### src/hw/rtl/cpustep_pkg.sv
// Shared opcodes, register indexes and controller/datapath interface types of the CPU step unit.
package cpustep_pkg;

    // Default memory depth in words
    localparam int MEM_WORDS_DEFAULT = 65536;

    // Item commands
    localparam logic CMD_EXEC = 1'b0;
    localparam logic CMD_LOAD = 1'b1;

    // Opcodes
    localparam logic [3:0] OP_MOVL = 4'b0000;
    localparam logic [3:0] OP_SETH = 4'b0001;
    localparam logic [3:0] OP_STR  = 4'b0100;
    localparam logic [3:0] OP_LDR  = 4'b0101;
    localparam logic [3:0] OP_ADD  = 4'b1000;
    localparam logic [3:0] OP_SUB  = 4'b1001;
    localparam logic [3:0] OP_AND  = 4'b1010;
    localparam logic [3:0] OP_ORR  = 4'b1011;

    // Special register indexes
    localparam logic [2:0] REG_ZERO = 3'd0;
    localparam logic [2:0] REG_FL   = 3'd5;
    localparam logic [2:0] REG_BAD  = 3'd6;
    localparam logic [2:0] REG_PC   = 3'd7;

    // Commands from the controller to the datapath
    typedef struct packed {
        logic accept;   // latch the item and its first memory address
        logic clear;    // write one zero word of the clearing pass
        logic decode;   // latch the instruction and read its operands
        logic exec;     // form the data address of str or ldr
        logic commit;   // update state and load the output register
    } cs_cmd_t;

    // Status from the datapath to the controller
    typedef struct packed {
        logic clear_last; // clearing pass is at the last word
        logic mem_op;     // latched instruction is an executed str or ldr
    } cs_status_t;

endpackage

### src/hw/rtl/cpustep_ctrl.sv
// Controller of the CPU step unit: clearing pass, item sequencing and output handshake.
module cpustep_ctrl
    import cpustep_pkg::*;
(
    input  logic       clk,
    input  logic       rst_n,
    input  logic       in_valid,
    output logic       in_ready,
    input  logic       cmd,
    output logic       out_valid,
    input  logic       out_ready,
    input  cs_status_t sts,
    output cs_cmd_t    ctl
);

    typedef enum logic [6:0] {
        S_CLEAR  = 7'b0000001,
        S_IDLE   = 7'b0000010,
        S_FETCH  = 7'b0000100,
        S_DECODE = 7'b0001000,
        S_EXEC   = 7'b0010000,
        S_MEM    = 7'b0100000,
        S_FINISH = 7'b1000000
    } state_t;

    state_t state_reg;
    state_t state_next;
    logic   out_valid_reg;
    logic   out_valid_next;
    logic   out_free;

    assign out_free = !out_valid_reg || out_ready;
    assign in_ready = (state_reg == S_IDLE);

    // Sequence one item at a time
    always_comb
    begin
        state_next = state_reg;
        ctl        = '0;
        unique case (state_reg)
            S_CLEAR:
            begin
                ctl.clear = 1'b1;
                if (sts.clear_last)
                    state_next = S_IDLE;
            end
            S_IDLE:
            begin
                if (in_valid)
                begin
                    ctl.accept = 1'b1;
                    state_next = (cmd == CMD_LOAD) ? S_FINISH : S_FETCH;
                end
            end
            S_FETCH:
            begin
                state_next = S_DECODE;
            end
            S_DECODE:
            begin
                ctl.decode = 1'b1;
                state_next = S_EXEC;
            end
            S_EXEC:
            begin
                if (sts.mem_op)
                begin
                    ctl.exec   = 1'b1;
                    state_next = S_MEM;
                end
                else if (out_free)
                begin
                    ctl.commit = 1'b1;
                    state_next = S_IDLE;
                end
            end
            S_MEM:
            begin
                state_next = S_FINISH;
            end
            S_FINISH:
            begin
                if (out_free)
                begin
                    ctl.commit = 1'b1;
                    state_next = S_IDLE;
                end
            end
            default:
            begin
                state_next = S_IDLE;
            end
        endcase
    end

    // Hold the result until taken
    always_comb
    begin
        if (ctl.commit)
            out_valid_next = 1'b1;
        else if (out_ready)
            out_valid_next = 1'b0;
        else
            out_valid_next = out_valid_reg;
    end

    always_ff @(posedge clk or negedge rst_n)
    begin
        if (!rst_n)
        begin
            state_reg     <= S_CLEAR;
            out_valid_reg <= 1'b0;
        end
        else
        begin
            state_reg     <= state_next;
            out_valid_reg <= out_valid_next;
        end
    end

    assign out_valid = out_valid_reg;

`ifndef NO_ASSERTIONS
    // An accepted item closes the input until it commits
    a_one_item: assert property (@(posedge clk) disable iff (!rst_n)
        (in_valid && in_ready) |=> !in_ready)
        else $error("second item taken while busy");

    // A commit always presents a result
    a_commit_out: assert property (@(posedge clk) disable iff (!rst_n)
        ctl.commit |=> out_valid)
        else $error("commit without result");

    // Commit never overwrites a waiting result
    a_no_overrun: assert property (@(posedge clk) disable iff (!rst_n)
        ctl.commit |-> (!out_valid_reg || out_ready))
        else $error("result overwritten");
`endif

endmodule

### config.mk
export PLATFORM = sky130hd
export DESIGN_NAME = cpustep_ctrl
export DESIGN_NICKNAME = d
export VERILOG_FILES = /design/src/hw/rtl/cpustep_pkg.sv /design/src/hw/rtl/cpustep_ctrl.sv
export SDC_FILE = /design/constraint.sdc
export NUM_CORES = 1
export LEC_CHECK = 0
export BUFFER_PORTS_ARGS = -buffer_cell sky130_fd_sc_hd__clkbuf_2
export CELL_PAD_IN_SITES_DETAIL_PLACEMENT = 0
export CELL_PAD_IN_SITES_GLOBAL_PLACEMENT = 1
export CORE_ASPECT_RATIO = 1.4
export CORE_MARGIN = 10
export CORE_UTILIZATION = 27
export DETAILED_ROUTE_END_ITERATION = 16
export PLACE_DENSITY = 0.6
export SYNTH_ARGS = -nofsm -noshare
export SYNTH_HDL_FRONTEND = slang
export SYNTH_SLANG_ARGS = --single-unit
### constraint.sdc
create_clock -name clk -period 2.9 [get_ports clk]
set_clock_uncertainty 0.15 [all_clocks]
set_input_delay 0.145 -clock clk [delete_from_list [all_inputs] [get_ports clk]]
set_output_delay 0.145 -clock clk [all_outputs]
set_load 0.01 [all_outputs]
==> results of run 1 <==
==> per-layer routing <==
layer,up-vias,global-route usage,routed length (µm)
met5,-,0,0
met4,0,0.0707,63
met3,5,0.0105,43
met2,13,0.106,605
met1,208,0.0626,509
li1,228,-,-
==> critical path: stages (launching register included) <==
cell,delay [ns]
dfrtp_1,0.50
or3_1,0.41
or3_1,0.35
nor3b_1,0.32
clkbuf_2,0.20
==> final cells by class <==
type / count / area, µm² / share of cell area
Timing Repair Buffer: 16 / 95.1 / 0.148
Multi-Input combinational cell: 41 / 293 / 0.456
Clock buffer: 4 / 26.3 / 0.0409
Sequential cell: 8 / 201 / 0.314
Tap cell: 21 / 26.3 / 0.0409
==> cell families (layout without fill, tap and decap cells) <==
kind of cell	Yosys count	after routing
simple gates	30	30
compound gates	9	9
flops	8	8
buf+inv	5	20
xor+xnor	2	2
==> through the flow <==
stage | util | power [mW] | worst slack (ns) | std cells
after floorplan | - | 0.356 | 0.891 | 54
after global placement | 0.304 | 0.399 | 0.774 | 83
after detailed placement | 0.304 | 0.392 | 0.807 | 83
after CTS | 0.333 | 0.493 | 0.522 | 90
after global routing | 0.333 | 0.526 | 0.363 | 90
final | 0.333 | 0.486 | 0.550 | 90
==> power breakdown <==
group	switching [mW]	total, mW	internal [mW]
logic	0.117	0.221	0.103
registers	0.0344	0.170	0.135
clock network	0.0430	0.0960	0.0530
total	0.195	0.486	0.292
==> final timing paths <==
path / start / endpoint / slack (ns) / depth (start not counted)
worst max-delay path: state_reg[5] / ctl[2] / 0.55 / 4
worst min-delay path: out_ready / out_valid / 0.03 / 3
worst max register to register: state_reg[4] / state_reg[1] / 0.87 / 4
worst min register to register: out_valid / out_valid / 0.37 / 2
max in group asynchronous: rst_n / state_reg[0] / 2.25 / 2
min in group asynchronous: rst_n / state_reg[4] / 0.10 / 2
==> layout by cell type (no fill, tap or decap), types with 2 or more instances in the layout <==
| master | count |
|---|---|
| clkbuf_2 | 13 |
| dfrtp_1 | 7 |
| nand2b_1 | 5 |
| or3_1 | 3 |
| nand2_1 | 3 |
| clkbuf_4 | 3 |
| dlygate4sd3_1 | 3 |
| nor3b_1 | 2 |
| nor2_1 | 2 |
| and4b_1 | 2 |
| nor3_1 | 2 |
| a21oi_1 | 2 |
| nor4_1 | 2 |
| xor2_1 | 2 |
==> impl_metrics.ini, run 1 <==
[final_layout]
fin_nets = 77
largest_register_ffs = 7
area_growth_pct = 19.9
layout-drive-gt1-share = 0.304
final_area_um2 = 642
final.fill_count = 200
n_antenna_cell = 0

[power_and_ir_drop]
leakage_nw = 0.318
power_density_nw_per_um2 = 758
worst_ir_drop_vdd_mv = 0.354

[sta]
final_hold_viol_count = 0
slew_viol_final = 0
relSlewSlack = 0.638
tns_ns = 0
period_share = 0.810
rsz0062_at_grt = false
hold_slack_ns = 0.0323
finalCriticalPeriod_ns = 2.35
fmax_mhz = 426
setup_viol = 0
tightest_slew_ns = 0.529

[detailed_routing]
via_per_inst = 5.04
dr.pass1.iters = 4
wl_um = 1220
drt-initial-drc-count = 8
vias = 454
drc = 0
route.detailed.wl_per_inst_um = 13.6
ant_nets = 0

[placed_design]
routabilityCongestion = 0.692
port_buffers = 13
placed_area_um2 = 586
place_hpwl_um = 967

[global_routing]
antenna_found_initial = 0
grt_pass1_vias = 484
grt_pass1_wl_um = 2160
grt_use_total = 0.0643
grt_max_degree = 11
gr-total-overflow = 0

[logic_synthesis]
ys_async_sr_fraction = 1.00
seq_area_frac_synth = 0.376
muxShareOfSynthArea = 0
synth_fa_ha_area_frac = 0
synth-xor-area-share = 0.0327
synth_compound_area_frac = 0.121
synthTopCellsByArea = dfrtp_1 (33%), nand2b_1 (5.8%), dfstp_2 (4.9%)
synth_seq_cells = 8
yosys.cell_count.top_type = dfrtp_1
ys_warn_count = 0
synthTopCellsByCount = dfrtp_1 (7), nand2b_1 (5), nand2_1 (3), or3_1 (3)
synthDistinctLibCells = 31
synth.avg_cell_area_um2 = 9.92
synth_area_leader_cell = dfrtp_1
synth-simple-area-share = 0.393
synth_cells = 54
synth_edf_count = 0
syn_nets = 61
ys.flop_type = dfrtp_1
synth_top_family_by_area = simple AND/OR/NAND/NOR gates
synth_top_cell_area_share = 0.327
syn-cell-area_um2 = 536

[worst_setup_path]
setup.worst_path.start_class = flip-flop
crit_arrival_ns = 2.05
critPathKind = reg2out
cp_max_fo = 10
required_ns = 2.61
end_kind = primary output

[floorplan]
core_um2 = 1930
die_w_um = 57.6
die-area_um2 = 4190
pin_count = 14
start_util = 0.278
fp-row-count = 19
fp.dieH_um = 72.7

[clocking]
cts_root_buffer = clkbuf_4
cts_made_buffers = 3
htreeDepth = 1
clk_pin_slew_worst_paths_ns = 0.05
cts-resized-gates = 0
tritoncts = built
cts.path.max_buffers = 2
clk_latency_ns = 0.27
cts_hold_buf = 3
post_cts_buffers = 0
cts.sinks = 8

[run_status]
status = completed

[min_path]
hp-class = in2reg

[run]
drv_cap = 0
Note: power is estimated with default switching activity, not from simulation.
==> inputs of run 2 (changes only) <==
Settings changed: PLACE_DENSITY 0.6 to 0.62.
Clock period 2.9 ns to 2 ns, I/O delays scaled along.
==> run 2 against run 1 <==
- hold slack improved by 0.024 ns
- via count rose by 24%
- combinational power rose to 2.8 times the previous value
- the flow now finishes with violations (negative setup slack)
- cell count rose by 26%
- core utilization rose by 12 points
- worst setup slack got worse by 0.57 ns
- routed wire length rose by 32%
- critical path depth did not move
- first-iteration DRC count rose by 75%
- total power rose by 100%
==> impl_metrics.ini, run 2 (same netlist as run 1, synthesis figures left out) <==
[sta]
worst_slack_ns = -0.0188
period_share = 1.01
tightest_slew_ns = 0.355
setup_viol = 2
hold_slack_ns = 0.0559
slew_viol_final = 0
relSlewSlack = 0.763
rsz0062_at_grt = true
finalCriticalPeriod_ns = 2.02
final_hold_viol_count = 0
tns_ns = -0.0314
fmax_mhz = 495

[floorplan]
die_w_um = 57.6
fp-row-count = 19
fp.dieH_um = 72.7
die-area_um2 = 4190
pin_count = 14
core_um2 = 1930
start_util = 0.278

[final_layout]
fin_nets = 100
area_growth_pct = 63.6
final_area_um2 = 876
fin_util = 0.455
n_antenna_cell = 0
layout_commonest_cell = buf_4
largest_register_ffs = 7
final_cell_mix = buf_4 (20), clkbuf_2 (10), dfrtp_1 (6)
layout-drive-gt1-share = 0.522
stdcell_count = 113

[worst_setup_path]
end_kind = primary output
crit_path_max_incr_delay_ns = 0.41
required_ns = 1.75
cpMostUsedCell = or3_4
setup.worst_path.start_class = flip-flop
critPathKind = reg2out
cp_max_fo = 3
worstPathCellList = or3_4 > or3_4 > nor3b_4 > buf_2
critPathSlowestCell = or3_4
crit_arrival_ns = 1.77

[detailed_routing]
drc = 0
vias = 564
drt-initial-drc-count = 14
dr.pass1.iters = 4
via_per_inst = 4.99
wl_um = 1610
route.detailed.wl_per_inst_um = 14.3
ant_nets = 0

[power_and_ir_drop]
fin_total_pwr_mw = 0.992
leakage_nw = 0.452
worst_ir_drop_vdd_mv = 0.680
power_density_nw_per_um2 = 1130

[run]
drv_cap = 0

[global_routing]
grt_pass1_wl_um = 2640
antenna_found_initial = 0
grt_use_total = 0.0775
gr-total-overflow = 0
grt_max_degree = 10
grt_pass1_vias = 602

[placed_design]
dpl_worst_slack_ns = 0.0647
place_hpwl_um = 1130
port_buffers = 13
placed_area_um2 = 637
placedCellCount = 89
routabilityCongestion = 0.761

[clocking]
cts.sinks = 8
clk_latency_ns = 0.27
cts.path.max_buffers = 2
cts_root_buffer = clkbuf_4
cts_made_buffers = 3
tritoncts = built
clk_pin_slew_worst_paths_ns = 0.06
htreeDepth = 1

[min_path]
hp-class = in2async

[run_status]
status = complete, but fails checks
violations = negative setup slack
==> run 2: cell count changes in the layout (fill, tap and decap cells not counted), sizes merged <==
cell / change
buf: +24
clkbuf: -3
dlygate4sd3: +2
==> run 2: report_power, final <==
part           leakage (nW)  total, mW  internal, mW  switching [mW]
logic                 0.336      0.624         0.351           0.273
clock network        0.0150      0.146        0.0773          0.0690
registers             0.102      0.222         0.197          0.0251
total                 0.452      0.992         0.625           0.367
==> run 2: cell type report <==
cell class | instances | area [µm²]
Tap cell | 21 | 26.3
Sequential cell | 8 | 203
Multi-Input combinational cell | 41 | 329
Clock buffer | 4 | 26.3
Fill cell | 189 | 1050
Timing Repair Buffer | 39 | 292
==> run 2: worst paths after layout <==
| kind | startpoint | to | slack (ns) | depth (start not counted) |
|---|---|---|---|---|
| worst min register to register | out_valid | out_valid | 0.40 | 2 |
| worst min-delay path | rst_n | state_reg[6] | 0.06 | 2 |
| worst max-delay path | state_reg[1] | ctl[2] | -0.02 | 4 |
| min in group clk | in_valid | state_reg[6] | 0.06 | 3 |
| worst max register to register | state_reg[4] | state_reg[1] | -0.01 | 5 |
| max in group asynchronous | rst_n | state_reg[0] | 1.38 | 2 |
==> run 2: per-layer routing <==
layer,GRT usage,wire (µm),vias to the layer above
met4,0.0393,24,0
met1,0.0765,641,275
met2,0.151,901,14
met3,0.00871,46,2
met5,0,0,-
li1,-,-,273
==> run 2: worst max-delay path: cells and delay by family, from the launching register on <==
kind / cells / cell delay [ns]
flops: 1 / 0.39
buf+inv: 1 / 0.16
simple gates: 3 / 0.96
==> run 2: timing repair <==
item / 4_1_cts / 5_1_grt
setup buffers: 13 / 2
pin swaps: 4 / 2
hold buffers: 5 / 0
setup endpoints to repair: 2 / 8
gates resized for setup: 5 / 7
hold endpoints to repair: 12 / 0
==> inputs of run 3 (changes only) <==
Settings changed: SETUP_SLACK_MARGIN from default to 0.02.
==> run 3 against run 2 <==
- via count decreased by 6.7%
- sequential share of layout area increased by 1.7 points
- cell count decreased by 6.2%
- routed wire length decreased by 6.8%
- largest cell class unchanged
- total power decreased by 7.4%
- final area decreased by 7.6%
- die area unchanged
- hold slack got worse by 0.036 ns
- the flow now finishes without violations
==> impl_metrics.ini, run 3 (same netlist as run 1, synthesis figures left out) <==
[min_path]
hp-class = in2reg

[sta]
tightest_slew_ns = 0.317
fmax_mhz = 501
period_share = 0.999
finalCriticalPeriod_ns = 2.00
relSlewSlack = 0.788
rsz0062_at_grt = true
setup_viol = 0
slew_viol_final = 0
final_hold_viol_count = 0
worst_slack_ns = 0.00271

[global_routing]
grt_pass1_wl_um = 2600
gr-total-overflow = 0
antenna_found_initial = 0
grt_pass1_vias = 594
grt_max_degree = 10
grt_use_total = 0.0754

[floorplan]
pin_count = 14
fp.dieH_um = 72.7
start_util = 0.278
core_um2 = 1930
fp-row-count = 19
die-area_um2 = 4190
die_w_um = 57.6

[placed_design]
dpl_worst_slack_ns = 0.0625
placedCellCount = 88
place_hpwl_um = 1170
port_buffers = 13
routabilityCongestion = 0.735

[worst_setup_path]
critPathSlowestCell = or3_4
cp_max_fo = 4
critPathKind = reg2out
cpMostUsedCell = or3_4
crit_arrival_ns = 1.75
required_ns = 1.75
end_kind = primary output
setup.worst_path.start_class = flip-flop
crit_path_max_incr_delay_ns = 0.42
worstPathCellList = or3_4 > or3_4 > nor3b_2 > buf_2

[power_and_ir_drop]
worst_ir_drop_vdd_mv = 0.573
leakage_nw = 0.416
power_density_nw_per_um2 = 1140
fin_total_pwr_mw = 0.919

[final_layout]
stdcell_count = 106
fin_util = 0.420
multi_input_area_um2 = 325
final_cell_mix = buf_4 (14), clkbuf_2 (11), dfrtp_1 (7)
n_antenna_cell = 0
final.fill_count = 200
area_growth_pct = 51.2
seq_area_um2 = 201
fin_nets = 93
layout-drive-gt1-share = 0.494
layout_commonest_cell = buf_4
largest_register_ffs = 7

[clocking]
clk_latency_ns = 0.26
clk_pin_slew_worst_paths_ns = 0.06
cts.sinks = 8
cts_made_buffers = 3
cts_root_buffer = clkbuf_4
tritoncts = built
cts.path.max_buffers = 2
htreeDepth = 1

[detailed_routing]
vias = 526
drt-initial-drc-count = 6
via_per_inst = 4.96
route.detailed.wl_per_inst_um = 14.2
wl_um = 1500
drc = 0
dr.pass1.iters = 3
ant_nets = 0

[run_status]
status = completed

[run]
drv_cap = 0
## run 3: cell count changes in the layout (fill, tap and decap cells not counted)
cell / before / now
buf_4: 20 / 14
buf_6: 1 / 0
clkbuf_2: 10 / 11
dfrtp_1: 6 / 7
dfrtp_2: 1 / 0
dlygate4sd3_1: 5 / 4
nor2_1: 2 / 1
nor2_2: 0 / 1
nor3b_2: 0 / 1
nor3b_4: 1 / 0
## run 3: report_power, final
group / internal, mW / total [mW] / switching [mW]
combinational: 0.303 / 0.567 / 0.264
sequential: 0.196 / 0.217 / 0.0212
clock: 0.0765 / 0.134 / 0.0579
## run 3: final timing paths
check	start	endpoint	slack [ns]	cells after the start
worst min register to register	state_reg[3]	state_reg[3]	0.40	1
worst max-delay path	state_reg[1]	ctl[2]	0.003	4
worst max register to register	state_reg[6]	state_reg[1]	0.01	5
worst min-delay path	out_ready	out_valid	0.02	3
max in group asynchronous	rst_n	state_reg[0]	1.38	2
min in group asynchronous	rst_n	state_reg[1]	0.06	2
## run 3: critical path, delay by kind of cell, from the launching register on
family	cells	cell delay (ns)
buf+inv	1	0.16
flops	1	0.38
simple gates	3	0.95
## run 3: timing repair
| item | CTS | global route |
|---|---|---|
| hold buffers | 4 | 0 |
| hold endpoints to repair | 11 | 0 |
| setup buffers | 9 | 1 |
| gates resized for setup | 3 | 5 |
| setup endpoints to repair | 2 | 8 |
| pin swaps | 3 | 1 |
## run 3: cell type report
cell class / count / share of cell area
clock buffer: 4 / 0.0325
multi-input combinational: 41 / 0.402
sequential: 8 / 0.249
tap: 21 / 0.0325
timing repair buffer: 32 / 0.284
## run 3: stage by stage
step	hold WS (ns)	TNS, ns	instance area, µm²
after floorplan	-0.346	0	547
after global placement	-0.188	0	634
after detailed placement	-0.193	0	634
after CTS	0.0177	-0.0134	793
after global routing	0.0438	-0.134	810
final	0.0194	0	810
## run 3: layer usage
metal,track usage,part of all wire,up-vias
met3,0.0157,0.033,2
met5,0,0,-
met2,0.148,0.57,12
met4,0.0236,0.0066,0
met1,0.0744,0.39,251
li1,-,-,261
